**config.mk**
```make
export PLATFORM = sky130hd
export DESIGN_NAME = murmur2_key_hasher_flat
export DESIGN_NICKNAME = d
export VERILOG_FILES = /design/src/design/mm2_pkg.sv /design/src/design/mm2_ifs.sv /design/src/design/murmur2_key_hasher.sv /design/src/design/mm2_front.sv /design/src/design/mm2_queue.sv /design/src/design/mm2_back.sv /design/src/flat_wrapper.sv
export SDC_FILE = /design/constraint.sdc
export NUM_CORES = 1
export LEC_CHECK = 0
export ABC_AREA = 1
export BUFFER_PORTS_ARGS = -buffer_cell sky130_fd_sc_hd__buf_2
export CORE_MARGIN = 1
export CORE_UTILIZATION = 63
export CTS_CLUSTER_DIAMETER = 50
export DETAILED_ROUTE_END_ITERATION = 12
export PLACE_DENSITY_LB_ADDON = 0.25
export SYNTH_ARGS = -nofsm -noshare
export SYNTH_HDL_FRONTEND = slang
export SYNTH_HIERARCHICAL = 1
export SYNTH_SLANG_ARGS = --single-unit
```
**constraint.sdc**
```tcl
create_clock -name clk -period 9.29 [get_ports clk]
set_clock_uncertainty 0.15 [all_clocks]
set_input_delay 1.858 -clock clk [delete_from_list [all_inputs] [get_ports clk]]
set_output_delay 1.858 -clock clk [all_outputs]
set_load 0.1 [all_outputs]
```
**src/design/mm2_pkg.sv**
```systemverilog
// Shared constants and queue entry type for the MurmurHash2 key hasher.
package mm2_pkg;

  localparam logic [31:0] MIX_M      = 32'h5bd1e995;
  localparam int          MIX_R      = 24;
  localparam int          FIN_A      = 13;
  localparam int          FIN_B      = 15;
  localparam logic [31:0] SEED_RESET = 32'd5381;

  // Configuration address: register index sits in the top bit
  localparam int          CFG_ADDR_W = 3;
  localparam logic        REG_SEED   = 1'b0;

  typedef enum logic [1:0] {
    KIND_NONE = 2'd0,
    KIND_WORD = 2'd1,
    KIND_TAIL = 2'd2
  } kind_t;

  typedef struct packed {
    logic [31:0] word;
    kind_t       kind;
    logic        first;
    logic        last;
    logic [15:0] klen;
  } entry_t;

endpackage

```
**src/design/mm2_ifs.sv**
```systemverilog
// Stream interfaces for key words in and hash results out.
interface mm2_key_if;
  logic        valid;
  logic        ready;
  logic [31:0] data_word;
  logic [2:0]  valid_bytes;
  logic [15:0] key_length;
  logic        first;
  logic        last;

  modport source(output valid, data_word, valid_bytes, key_length, first, last, input ready);
  modport sink(input valid, data_word, valid_bytes, key_length, first, last, output ready);
endinterface

interface mm2_hash_if;
  logic        valid;
  logic        ready;
  logic [31:0] hash_value;

  modport source(output valid, hash_value, input ready);
  modport sink(input valid, hash_value, output ready);
endinterface

```
**src/design/murmur2_key_hasher.sv**
```systemverilog
// Top level of the streaming 32-bit MurmurHash2 key hasher.
//
//   port    dir   handshake      payload
//   key     in    valid/ready    data_word, valid_bytes, key_length, first, last
//   hash    out   valid/ready    hash_value
//   apb     in    psel/penable   paddr, pwdata -> seed at index 0
//
// The back end runs one request at a time on a single 32x32 multiplier by m:
// a full word runs load, two key multiplies and a hash multiply; a tail, load
// and one fold; an empty word, load alone; a last request adds finalize, emit.
// The front end accepts a request every cycle while the queue has room.
// Reset clears the queue, the running hash and the output; seed returns to 5381.
// A stalled hash output holds the back end in its emit step only.
module murmur2_key_hasher import mm2_pkg::*; #(
  parameter int QUEUE_DEPTH = 4
) (
  input  logic                  clk,
  input  logic                  rst,
  mm2_key_if.sink               key,
  mm2_hash_if.source            hash,
  input  logic                  psel,
  input  logic                  penable,
  input  logic                  pwrite,
  input  logic [CFG_ADDR_W-1:0] paddr,
  input  logic [31:0]           pwdata,
  output logic [31:0]           prdata,
  output logic                  pready
);

  localparam int LVL_W = $clog2(QUEUE_DEPTH + 1);

  logic [31:0]      seed;
  logic             q_push;
  entry_t           q_push_data;
  logic             q_pop;
  entry_t           q_head;
  logic             q_empty;
  logic             q_full;
  logic [LVL_W-1:0] q_level;
  logic             sel_seed;

  assign sel_seed = (paddr[CFG_ADDR_W-1] == REG_SEED);
  assign pready   = 1'b1;
  assign prdata   = sel_seed ? seed : '0;

  always_ff @(posedge clk) begin
    if (rst) begin
      seed <= SEED_RESET;
    end else if (psel && penable && pwrite && sel_seed) begin
      seed <= pwdata;
    end
  end

  mm2_front u_front (
    .key       (key),
    .q_full    (q_full),
    .push      (q_push),
    .push_data (q_push_data)
  );

  mm2_queue #(
    .DEPTH (QUEUE_DEPTH)
  ) u_queue (
    .clk       (clk),
    .rst       (rst),
    .push      (q_push),
    .push_data (q_push_data),
    .pop       (q_pop),
    .head      (q_head),
    .empty     (q_empty),
    .full      (q_full),
    .level     (q_level)
  );

  mm2_back u_back (
    .clk   (clk),
    .rst   (rst),
    .seed  (seed),
    .head  (q_head),
    .empty (q_empty),
    .pop   (q_pop),
    .hash  (hash)
  );

  a_pop_nonempty: assert property (@(posedge clk) disable iff (rst)
    q_pop |-> !q_empty)
    else $error("back end popped an empty queue");

  a_level_up: assert property (@(posedge clk) disable iff (rst)
    (q_push && !q_pop) |=> (q_level == $past(q_level) + LVL_W'(1)))
    else $error("queue level did not grow on push");

  a_level_down: assert property (@(posedge clk) disable iff (rst)
    (q_pop && !q_push) |=> (q_level == $past(q_level) - LVL_W'(1)))
    else $error("queue level did not shrink on pop");

endmodule

```
**src/design/mm2_front.sv**
```systemverilog
// Front end: accepts key words, masks tail bytes and classifies each request.
module mm2_front import mm2_pkg::*; (
  mm2_key_if.sink  key,
  input  logic     q_full,
  output logic     push,
  output entry_t   push_data
);

  always_comb begin
    push_data.first = key.first;
    push_data.last  = key.last;
    push_data.klen  = key.key_length;
    case (key.valid_bytes)
      3'd0: begin
        push_data.kind = KIND_NONE;
        push_data.word = '0;
      end
      3'd1: begin
        push_data.kind = KIND_TAIL;
        push_data.word = {24'd0, key.data_word[7:0]};
      end
      3'd2: begin
        push_data.kind = KIND_TAIL;
        push_data.word = {16'd0, key.data_word[15:0]};
      end
      3'd3: begin
        push_data.kind = KIND_TAIL;
        push_data.word = {8'd0, key.data_word[23:0]};
      end
      // four or more: full word
      default: begin
        push_data.kind = KIND_WORD;
        push_data.word = key.data_word;
      end
    endcase
  end

  assign key.ready = !q_full;
  assign push      = key.valid && !q_full;

endmodule

```
**src/design/mm2_queue.sv**
```systemverilog
// Small FIFO of classified requests between front end and back end.
module mm2_queue import mm2_pkg::*; #(
  parameter int  DEPTH = 4,
  localparam int LVL_W = $clog2(DEPTH + 1)
) (
  input  logic             clk,
  input  logic             rst,
  input  logic             push,
  input  entry_t           push_data,
  input  logic             pop,
  output entry_t           head,
  output logic             empty,
  output logic             full,
  output logic [LVL_W-1:0] level
);

  localparam int PTR_W = (DEPTH > 1) ? $clog2(DEPTH) : 1;

  entry_t           mem [DEPTH];
  logic [PTR_W-1:0] wr_ptr;
  logic [PTR_W-1:0] rd_ptr;

  function automatic logic [PTR_W-1:0] advance(input logic [PTR_W-1:0] p);
    if (p == PTR_W'(DEPTH - 1)) begin
      return '0;
    end
    return p + PTR_W'(1);
  endfunction

  always_ff @(posedge clk) begin
    if (rst) begin
      wr_ptr <= '0;
      rd_ptr <= '0;
      level  <= '0;
    end else begin
      if (push) begin
        wr_ptr <= advance(wr_ptr);
      end
      if (pop) begin
        rd_ptr <= advance(rd_ptr);
      end
      if (push && !pop) begin
        level <= level + LVL_W'(1);
      end else if (pop && !push) begin
        level <= level - LVL_W'(1);
      end
    end
  end

  always_ff @(posedge clk) begin
    if (push) begin
      mem[wr_ptr] <= push_data;
    end
  end

  assign head  = mem[rd_ptr];
  assign empty = (level == '0);
  assign full  = (level == LVL_W'(DEPTH));

endmodule

```
**src/design/mm2_back.sv**
```systemverilog
// Back end: sequences word mix, tail fold and finalization on one shared multiplier.
module mm2_back import mm2_pkg::*; (
  input  logic        clk,
  input  logic        rst,
  input  logic [31:0] seed,
  input  entry_t      head,
  input  logic        empty,
  output logic        pop,
  mm2_hash_if.source  hash
);

  typedef enum logic [6:0] {
    ST_LOAD = 7'b0000001,
    ST_MK1  = 7'b0000010,
    ST_MK2  = 7'b0000100,
    ST_MH   = 7'b0001000,
    ST_TAIL = 7'b0010000,
    ST_FIN  = 7'b0100000,
    ST_EMIT = 7'b1000000
  } state_t;

  state_t      state, state_next;
  logic [31:0] running_hash, running_hash_next;
  logic [31:0] k, k_next;
  logic [31:0] fin, fin_next;
  logic        last_q, last_q_next;
  logic        out_valid, out_valid_next;
  logic [31:0] out_hash, out_hash_next;
  logic [31:0] mul_in;
  logic [31:0] product;
  logic [31:0] h_start;

  // every multiply in the algorithm is by the same constant
  assign product = mul_in * MIX_M;
  assign h_start = head.first ? (seed ^ {16'd0, head.klen}) : running_hash;

  always_comb begin
    state_next        = state;
    running_hash_next = running_hash;
    k_next            = k;
    fin_next          = fin;
    last_q_next       = last_q;
    out_hash_next     = out_hash;
    out_valid_next    = out_valid && !hash.ready;
    mul_in            = '0;
    pop               = 1'b0;
    case (state)
      ST_LOAD: begin
        if (!empty) begin
          pop               = 1'b1;
          running_hash_next = h_start;
          k_next            = head.word;
          last_q_next       = head.last;
          case (head.kind)
            KIND_WORD: state_next = ST_MK1;
            KIND_TAIL: state_next = ST_TAIL;
            default:   state_next = head.last ? ST_FIN : ST_LOAD;
          endcase
        end
      end
      ST_MK1: begin
        mul_in     = k;
        k_next     = product;
        state_next = ST_MK2;
      end
      ST_MK2: begin
        mul_in     = k ^ (k >> MIX_R);
        k_next     = product;
        state_next = ST_MH;
      end
      ST_MH: begin
        mul_in            = running_hash;
        running_hash_next = product ^ k;
        state_next        = last_q ? ST_FIN : ST_LOAD;
      end
      ST_TAIL: begin
        mul_in            = running_hash ^ k;
        running_hash_next = product;
        state_next        = last_q ? ST_FIN : ST_LOAD;
      end
      ST_FIN: begin
        // running_hash keeps the pre-finalization value
        mul_in     = running_hash ^ (running_hash >> FIN_A);
        fin_next   = product;
        state_next = ST_EMIT;
      end
      ST_EMIT: begin
        // hold until the output register is free
        if (!out_valid || hash.ready) begin
          out_hash_next  = fin ^ (fin >> FIN_B);
          out_valid_next = 1'b1;
          state_next     = ST_LOAD;
        end
      end
      default: state_next = ST_LOAD;
    endcase
  end

  always_ff @(posedge clk) begin
    if (rst) begin
      state        <= ST_LOAD;
      running_hash <= '0;
      out_valid    <= 1'b0;
    end else begin
      state        <= state_next;
      running_hash <= running_hash_next;
      out_valid    <= out_valid_next;
    end
  end

  always_ff @(posedge clk) begin
    k        <= k_next;
    fin      <= fin_next;
    last_q   <= last_q_next;
    out_hash <= out_hash_next;
  end

  assign hash.valid      = out_valid;
  assign hash.hash_value = out_hash;

endmodule

```
**src/flat_wrapper.sv**
```systemverilog
// flat-port wrapper written by rule: the top's interface ports become plain ports
module murmur2_key_hasher_flat import mm2_pkg::*;
#(
  parameter int QUEUE_DEPTH = 4
)
  (clk, rst, psel, penable, pwrite, paddr, pwdata, prdata, pready, key_valid, key_data_word, key_valid_bytes, key_key_length, key_first, key_last, key_ready, hash_valid, hash_hash_value, hash_ready);
  mm2_key_if key_i ();
  mm2_hash_if hash_i ();
  input  logic clk;
  input  logic rst;
  input  logic psel;
  input  logic penable;
  input  logic pwrite;
  input  logic [CFG_ADDR_W-1:0] paddr;
  input  logic [31:0] pwdata;
  output logic [31:0] prdata;
  output logic pready;
  input wire logic [$bits(key_i.valid)-1:0] key_valid;
  input wire logic [$bits(key_i.data_word)-1:0] key_data_word;
  input wire logic [$bits(key_i.valid_bytes)-1:0] key_valid_bytes;
  input wire logic [$bits(key_i.key_length)-1:0] key_key_length;
  input wire logic [$bits(key_i.first)-1:0] key_first;
  input wire logic [$bits(key_i.last)-1:0] key_last;
  output wire logic [$bits(key_i.ready)-1:0] key_ready;
  output wire logic [$bits(hash_i.valid)-1:0] hash_valid;
  output wire logic [$bits(hash_i.hash_value)-1:0] hash_hash_value;
  input wire logic [$bits(hash_i.ready)-1:0] hash_ready;
  assign key_i.valid = key_valid;
  assign key_i.data_word = key_data_word;
  assign key_i.valid_bytes = key_valid_bytes;
  assign key_i.key_length = key_key_length;
  assign key_i.first = key_first;
  assign key_i.last = key_last;
  assign key_ready = key_i.ready;
  assign hash_valid = hash_i.valid;
  assign hash_hash_value = hash_i.hash_value;
  assign hash_i.ready = hash_ready;
  murmur2_key_hasher #(.QUEUE_DEPTH(QUEUE_DEPTH)) u_core (.clk(clk), .rst(rst), .key(key_i), .hash(hash_i), .psel(psel), .penable(penable), .pwrite(pwrite), .paddr(paddr), .pwdata(pwdata), .prdata(prdata), .pready(pready));
endmodule
```
== Word level (Yosys, flattened, before mapping) ==
Memory sizes are Yosys's and may differ from the RTL's. A register that Yosys moved wholly into a read port is not among the register bits.
Index checks and enable logic that the tools add are counted.
Cells by class
  $add $sub $neg: 4
  multiply operators: 1
  eq/ne operators: 18
  mux-type cells: 34
  bitwise logic cells: 8
  reduce and logical (&&, ||, !) cells: 25
Operator list (count)
  case mux 32 bit (5 select lines): 1
  case mux 34 bit (4 select lines): 1
  2-to-1 mux 32 bit: 4
  case mux 32 bit (3 select lines): 1
  case mux 32 bit (2 select lines): 1
  bitwise XOR 32 bit: 2
  case mux 7 bit (6 select lines): 1
  multiplier 32 x 31 -> 32 bit, second input constant: 1
  bitwise XOR 32 x 16 -> 32 bit: 1
  bitwise XOR 32 x 17 -> 32 bit: 1
  bitwise XOR 32 x 19 -> 32 bit: 1
  bitwise XOR 32 x 8 -> 32 bit: 1
  2-to-1 mux 7 bit: 2
  2-to-1 mux 1 bit: 12
  2-to-1 mux 2 bit: 6
  2-to-1 mux 6 bit: 2
  case mux 6 bit (2 select lines): 1
  AND reduction 2 bit: 4
  equality test 7 x 1 -> 1 bit, second input constant: 1
  equality test 7 x 2 -> 1 bit, second input constant: 1
  equality test 7 x 3 -> 1 bit, second input constant: 1
  equality test 7 x 4 -> 1 bit, second input constant: 1
  equality test 7 x 5 -> 1 bit, second input constant: 1
  equality test 7 x 6 -> 1 bit, second input constant: 1
  20 further kinds: 41
Storage, ports and cells
  register bits after elaboration: 176
  RAM bits: 208
  output and inout port bits: 67
  word-level logic and storage cells: 102
  memories kept: 1
Memories
  u_core.u_queue.mem: depth 4, width 52, read ports 1, clocked after Yosys merged registers in 1, write ports 1, line mm2_queue.sv:19  | entry_t mem [DEPTH];

== Depth between registers and ports, before layout ==
Gate-level depths: netlist of the first run.
  word-level depth: 8
  mapped depth: 41

== Cells and area by module ==
Netlist of the first run, hierarchy kept.
By module, submodules not included
  mm2_back: times used 1, cells each 1908, area each 16604.7 µm²
  mm2_queue: times used 1, cells each 561, area each 8144.1 µm²
  murmur2_key_hasher: times used 1, cells each 271, area each 1671.6 µm²
  mm2_front: times used 1, cells each 85, area each 498.0 µm²

== Least setup slack after synthesis of the first run ==
OpenSTA, ideal clock, no wires.
  path kind: register -> register
  start: reg u_core.u_back.state[4]
  end: reg u_core.u_back.k[31], data pin
  data arrival time: 7.906 ns
  slack: 0.966 ns
  cell stages (with the launch flop): 31
  period minus slack after synthesis: 8.324 ns
  cells stage by stage: dfxtp_1 -> inv_2 -> nand3_1 -> nor2_1 -> clkbuf_1 -> o21ai_0 -> a21oi_1 -> a311oi_1 -> and2_1 -> inv_1 -> fa_1 -> fa_1 -> inv_1 -> fa_1 -> inv_1 -> fa_1 -> fa_1 -> fa_1 -> fa_1 -> inv_1 -> fa_1 -> inv_1 -> ha_1 -> inv_1 -> o21bai_1 -> a221oi_1 -> o21ai_0 -> a31oi_1 -> inv_1 -> nand3_2 -> a31oi_1
Between the ends
  cells in the longest elaborated chain, start to end: 4
  elaborated cells between the ends (all ways): 10
  classes of those cells: mul: 1; eq/ne: 6; mux: 2; reduce/logical: 1
RTL lines
  from (decl): line mm2_back.sv:22  | state_t state, state_next;
  from (signal assigned): line mm2_back.sv:105  | state <= state_next;
  equality test 7 x 6 -> 1 bit (tied with other cells): line mm2_back.sv:47  | case (state)
  case mux 32 bit (5 select lines): line mm2_back.sv:47
  multiplier 32 x 31 -> 32 bit: line mm2_back.sv:34  | assign product = mul_in * MIX_M;
  case mux 32 bit (2 select lines) *: line mm2_back.sv:47
  named net u_core.u_back.k_next[31]: line mm2_back.sv:24  | logic [31:0] k, k_next;
  to (signal assigned): line mm2_back.sv:112  | k <= k_next;
  to (decl): line mm2_back.sv:24
Mark *: on every way through the listed nets, which the timed path passes. The rest lies on a longest branch.
A chain may end at the register's enable or synchronous reset.

== Worst setup path in the final report of the first run ==
  start: reg u_core.u_back.state[1]
  end: reg u_core.u_back.running_hash[20]
Between the ends
  cells in the longest elaborated chain, start to end: 5
  elaborated cells between the ends (all ways): 14
  classes of those cells: mul: 1; eq/ne: 8; mux: 2; bitwise: 1; reduce/logical: 2
RTL lines
  equality test 7 x 6 -> 1 bit (tied with other cells): line mm2_back.sv:47
  case mux 32 bit (5 select lines): line mm2_back.sv:47
  multiplier 32 x 31 -> 32 bit: line mm2_back.sv:34
  bitwise XOR 32 bit: line mm2_back.sv:73  | running_hash_next = product ^ k;
  case mux 32 bit (3 select lines): line mm2_back.sv:47
  to (signal assigned): line mm2_back.sv:106  | running_hash <= running_hash_next;
  to (decl): line mm2_back.sv:23  | logic [31:0] running_hash, running_hash_next;
Several ways; a longest one is shown, not always the timed one.

==> results.yml, run 1 <==
routing:
  drtIter0Drc: 2063
  postRouteWirelength_um: 74300
  detailedRoute.firstPassIterationCount: 6
  viasPerCell: 5.80
  drc_errors: 0
  vias: 20600
  detail-route-antenna-nets: 0
  post_drt_wl_per_cell_um: 21.0
worst_setup_path:
  timing.critical_path.to_type: "flop"
  crit_arrival_ns: 9.23
  r2r-end: "u_core/u_back/running_hash[20]$_SDFFE_PP0P_"
  timing.reg2reg.setup_slack_ns: 0.42
  slowest_delay_ns: 0.55
  critical_path_class: "flop to flop"
  critPathMaxFanout: 17
  startpoint_of_the_most_critical_register_to_register_path: "u_core/u_back/state[1]$_SDFFE_PP0P_"
  ff2ff_path_depth: 36
  critical-path-slowest-cell: "xor2_1"
  worstPathRequired_ns: 9.65
  cpMostUsedCell: "inv_1"
  critical_path.startpoint_type: "flop"
final_layout:
  mostFrequentLayoutCell: "inv_1"
  final_cell_mix: "inv_1 (610), edfxtp_1 (305), nand2_1 (295)"
  final_util: 0.704
  post_route_cells_drive_above_1_share: 0.119
  final_nets: 3476
  syn2layout_area_growth_pct: 9.90
global_route:
  grt_pass1_wl_um: 113000
  grt_antenna_before_repair: 1
  grt_pass1_vias: 20000
  grt_max_degree: 89
  groute.usage.overall: 0.347
  grt_overflow: 0
run_status:
  run_status: "completed"
power:
  power_report.internal_total_mw: 4.39
  netSwitchingFraction: 0.442
  power_switching_mw: 3.48
  clockPowerShare: 0.214
  power_density_nw_per_um2: 266
  p_seq_frac: 0.320
  pwr-share-comb: 0.467
  p_leak_nw: 14.4
  max-vdd-ir-drop_mv: 0.185
clock_tree:
  postCtsSetupBuffers: 0
  numClockSinks: 386
  total_cts_buffers: 43
  post_cts_hold_buffer_count: 0
  tritoncts: "done"
  h-tree-depth: 2
  clk_pin_slew_worst_setup_hold_paths_ns: 0.06
  cts.path.max_buffers: 3
  worstSkewPairLatency_ns: 0.58
  root_buffer: "clkbuf_16"
logic_synthesis:
  syn_area_per_cell_um2: 9.53
  yosysTopAreaCellShare: 0.340
  syn-instance-count: 2825
  netlist-cell-type-count: 62
  synth_warnings: 6
  syn_area_um2: 26900
  synth_flop_cell: "edfxtp_1"
  top_post_synthesis_cells_by_area: "edfxtp_1 (34%), fa_1 (14%), ha_1 (10%), inv_1 (8.6%), dfxtp_1 (6.0%)"
  synth_area_leader_cell: "edfxtp_1"
  ys_async_sr_fraction: 0
  ys_ff_latch: 386
  number_of_synthesized_flops_with_an_enable_pin: 305
  synth_nets: 3326
  synth-seq-area-share: 0.400
sta:
  slew-limit-headroom: 0.249
  final_max_slew_viol_count: 0
  fin_crit_sh: 0.954
  rsz0062_at_grt: "no"
  setup_tns_final_ns: 0
  post_layout_min_period_ns: 8.87
  worst-slew-pin-transition_ns: 1.12
  timing.final.hold_violations: 0
  holdWs_ns: 0.311
  setup_viol: 0
  maxClockFrequency_mhz: 113
die:
  die-area_um2: 43600
  die_height_um: 209
  num_io_pins: 162
  initial_utilization: 0.640
  count_of_standard_cell_rows: 75
  core_region_area_um2: 42000
  chipWidth_um: 209
min_path:
  hold_path_startpoint: "u_core/u_back/fin[28]$_DFFE_PN_"
  timing.hold.worst_endpoint: "u_core/u_back/hash.hash_value[28]$_DFFE_PP_"
  hold_class: "flop to flop"
  instance_count_along_the_most_critical_hold_path: 0
place:
  io_buffers: 158
  place.gp.congestion: 1.05
  detailed_place_hpwl_um: 55800
run:
  drv.max_cap_violation_count: 0
kinds of logic after synthesis:
family,Yosys count,share of synthesized area
buffers and inverters,734,0.111
adders and majority gates,406,0.239
xor gates and xnor gates,83,0.0270
DFF,386,0.400
other,1,0.000139
AOI/OAI and AO/OA,459,0.102
and+or+nand+nor,756,0.120
worst max-delay path by stage:
stage                                              from                                           to  slack, ns  cells past startpoint
CTS                 u_core/u_back/state[5]$_SDFFE_PP0P_  u_core/u_back/running_hash[27]$_SDFFE_PP0P_       0.52                     36
detailed placement  u_core/u_back/state[5]$_SDFFE_PP0P_  u_core/u_back/running_hash[27]$_SDFFE_PP0P_       0.59                     36
floorplan           u_core/u_back/state[4]$_SDFFE_PP0P_                u_core/u_back/k[31]$_DFFE_PP_       0.97                     30
finish              u_core/u_back/state[1]$_SDFFE_PP0P_  u_core/u_back/running_hash[20]$_SDFFE_PP0P_       0.42                     36
global placement    u_core/u_back/state[1]$_SDFFE_PP0P_  u_core/u_back/running_hash[30]$_SDFFE_PP0P_       0.71                     35
global route        u_core/u_back/state[3]$_SDFFE_PP0P_  u_core/u_back/running_hash[29]$_SDFFE_PP0P_       0.04                     37
per-stage QoR:
stage	setup slack [ns]	cell area [µm²]	std cells	power (mW)
final	0.423	29600	3547	7.87
after global routing	0.0365	29600	3546	8.30
after CTS	0.521	29600	3546	7.81
after detailed placement	0.589	28200	3469	6.11
after global placement	0.706	28200	3469	6.00
after floorplan	0.966	26900	2825	4.80
state kept, by name, indices dropped and copies added, names as in the netlist, named ones only:
| name | count |
|---|---|
| u_core/seed | 32 |
| u_core/u_back/fin | 32 |
| u_core/u_back/hash.hash_value | 32 |
| u_core/u_back/hash.valid | 1 |
| u_core/u_back/k | 32 |
| u_core/u_back/last_q | 1 |
| u_core/u_back/running_hash | 32 |
| u_core/u_back/state | 7 |
| u_core/u_queue/level | 3 |
| u_core/u_queue/mem | 208 |
| u_core/u_queue/rd_ptr | 2 |
| u_core/u_queue/wr_ptr | 2 |
power groups by stage:
stage                     combinational [mW]  clock (mW)  sequential, mW
after global placement                  3.47           0            2.52
after detailed placement                3.58           0            2.53
final                                   3.67        1.68            2.52
after global routing                    4.00        1.76            2.54
after CTS                               3.61        1.70            2.50
after floorplan                         2.35           0            2.45
worst max-delay path: cells and delay by family, from the launching register on:
kind            cells  cell delay (ns)
flops               1             0.41
fa+ha+maj           9             3.79
compound gates      4             1.11
buf+inv            13             1.46
simple gates        9             1.31
xor+xnor            1             0.55
synthesized netlist by cell type (12+ instances only):
cell / count
buf_4: 23
o21ai_1: 12
fa_1: 182
xor2_1: 50
nand2_1: 295
clkbuf_1: 46
xnor2_1: 33
nor3_1: 12
nand3_1: 112
inv_1: 615
o22ai_1: 61
a21oi_1: 55
buf_2: 13
a31oi_1: 14
nor2_1: 281
edfxtp_1: 305
ha_1: 224
o211ai_1: 20
dfxtp_1: 81
o21ai_0: 214
buf_6: 17
inv_2: 12
layer usage:
metal,vias up,wire length [µm],GRT usage
met5,-,0,0
met4,0,3220,0.151
met3,160,6840,0.0558
met2,942,35000,0.566
met1,10000,29300,0.460
li1,9457,-,-
cell type report:
type                            instances  area (µm²)
Inverter                              629        2370
Fill cell                            3151       12500
Antenna cell                            1        2.50
Clock buffer                           53        1170
Timing Repair Buffer                  210        1180
Sequential cell                       386       10800
Clock inverter                         24         238
Tap cell                              539         674
Multi-Input combinational cell       1705       13200
repair_timing:
item,4_1_cts,5_1_grt
setup endpoints to repair,0,1
hold endpoints to repair,0,0
gates resized for setup,0,1
No activity file was read; power rests on OpenSTA's default activity.
==> run 2: changes to the inputs <==
- BUFFER_PORTS_ARGS: -buffer_cell sky130_fd_sc_hd__buf_2 -> -buffer_cell sky130_fd_sc_hd__buf_4
- TNS_END_PERCENT: not set -> 5
==> run 2 against run 1 <==
Net effect: register-to-register slack got worse by 0.03 ns; final cell count increased by 0.20%; hold slack gained 0.0047 ns; critical path depth down 3; via count shrank 0.63%; utilization increased by 1.2 points; non-clock buffer count is 3 higher; sequential power hardly changed; first-iteration DRC count fell by 5.0%; routed wire length is 4.0% higher; sequential share of layout area fell by 0.59 points; largest cell class unchanged; largest power group unchanged.
==> results.yml, run 2 (same netlist as run 1, synthesis figures left out) <==
run_status:
  run_status: "completed"
final_layout:
  post_route_cells_drive_above_1_share: 0.119
  mostFrequentLayoutCell: "inv_1"
  largest_register_ff_count: 208
  fillerInstances: 3054
  final_nets: 3480
  largest_register: "u_core/u_queue/mem"
  antenna-diode-count: 0
  syn2layout_area_growth_pct: 11.7
  final_cell_mix: "inv_1 (611), edfxtp_1 (305), nand2_1 (294)"
power:
  power_density_nw_per_um2: 266
  total_power_mw: 8.01
  p_leak_nw: 14.6
  max-vdd-ir-drop_mv: 0.201
sta:
  setup_tns_final_ns: 0
  fin_crit_sh: 0.958
  maxClockFrequency_mhz: 112
  setup_viol: 0
  worst-slew-pin-transition_ns: 1.10
  slew-limit-headroom: 0.263
  post_layout_min_period_ns: 8.90
  final_max_slew_viol_count: 0
  timing.final.hold_violations: 0
  rsz0062_at_grt: "no"
run:
  drv.max_cap_violation_count: 0
clock_tree:
  total_cts_buffers: 44
  h-tree-depth: 2
  clk_pin_slew_worst_setup_hold_paths_ns: 0.06
  cts.path.max_buffers: 3
  cts.repair.resized: 0
  postCtsSetupBuffers: 0
  root_buffer: "clkbuf_16"
  tritoncts: "done"
  numClockSinks: 386
  post_cts_hold_buffer_count: 0
  worstSkewPairLatency_ns: 0.57
routing:
  m1_wl_um: 31200
  post_drt_wl_per_cell_um: 21.7
  detailedRoute.firstPassIterationCount: 6
  vias: 20400
  viasPerCell: 5.75
  dr_wl_met3_um: 6680
  highest-signal-layer: "met5"
  dr_wl_met2_um: 37100
  drtIter0Drc: 1959
  postRouteWirelength_um: 77300
  drc_errors: 0
  detail-route-antenna-nets: 0
global_route:
  grt_pass1_wl_um: 118000
  grt_overflow: 0
  grt_pass1_vias: 20300
  grt_antenna_before_repair: 2
  groute.usage.overall: 0.361
  grt_max_degree: 63
worst_setup_path:
  worstPathRequired_ns: 9.64
  critPathBufInv: 8
  critPathMaxFanout: 14
  critical_path.startpoint_type: "flop"
  critical-path-slowest-cell: "a311oi_1"
  slowest_delay_ns: 0.62
  timing.critical_path.to_type: "flop"
  cpMostUsedCell: "inv_1"
  crit_arrival_ns: 9.25
  critical_path_class: "flop to flop"
  crit_family: "adder cells"
die:
  count_of_standard_cell_rows: 75
  die-area_um2: 43600
  core_region_area_um2: 42000
  die_height_um: 209
  num_io_pins: 162
  initial_utilization: 0.640
  chipWidth_um: 209
place:
  place.gp.congestion: 1.00
  io_buffers: 158
  detailed_place_hpwl_um: 59100
min_path:
  hold_class: "flop to flop"
==> run 2: stage by stage <==
step	setup WS (ns)	utilization	cells	area, µm²	hold slack, ns
3_5_place_dp	0.458	0.680	3472	28600	0.306
5_1_grt	0.0272	0.715	3554	30100	0.341
6_report	0.390	0.715	3554	30100	0.316
2_1_floorplan	0.966	-	2825	26900	0.297
4_1_cts	0.410	0.715	3554	30100	0.320
3_3_place_gp	0.512	0.680	3472	28600	0.306
==> run 2: power by group <==
part | internal (mW) | switching, mW
sequential | 2.26 | 0.271
clock | 1.02 | 0.725
combinational | 1.18 | 2.56
==> run 2: path summary, 6_finish.rpt <==
kind / start / endpoint / slack (ns) / depth (start not counted)
worst max-delay path: u_core/u_back/state[1]$_SDFFE_PP0P_ / u_core/u_back/running_hash[27]$_SDFFE_PP0P_ / 0.39 / 33
worst min-delay path: u_core/u_back/fin[21]$_DFFE_PN_ / u_core/u_back/hash.hash_value[21]$_DFFE_PP_ / 0.32 / 0
worst max register to register: u_core/u_back/state[1]$_SDFFE_PP0P_ / u_core/u_back/running_hash[27]$_SDFFE_PP0P_ / 0.39 / 33
worst min register to register: u_core/u_back/fin[21]$_DFFE_PN_ / u_core/u_back/hash.hash_value[21]$_DFFE_PP_ / 0.32 / 0
==> run 2: routing by layer <==
layer,up-vias,GRT usage
li1,9466,-
met1,9927,0.480
met2,904,0.602
met3,129,0.0657
met4,4,0.114
met5,-,0
==> run 2: final cells by class <==
| cell class | count | area [µm²] | area share |
|---|---|---|---|
| multi-input combinational | 1705 | 13200 | 0.438 |
| inverter | 629 | 2360 | 0.0786 |
| clock inverter | 26 | 277 | 0.00920 |
| sequential | 386 | 10800 | 0.359 |
| timing repair buffer | 213 | 1610 | 0.0536 |
| clock buffer | 56 | 1200 | 0.0399 |
| tap | 539 | 674 | 0.0224 |
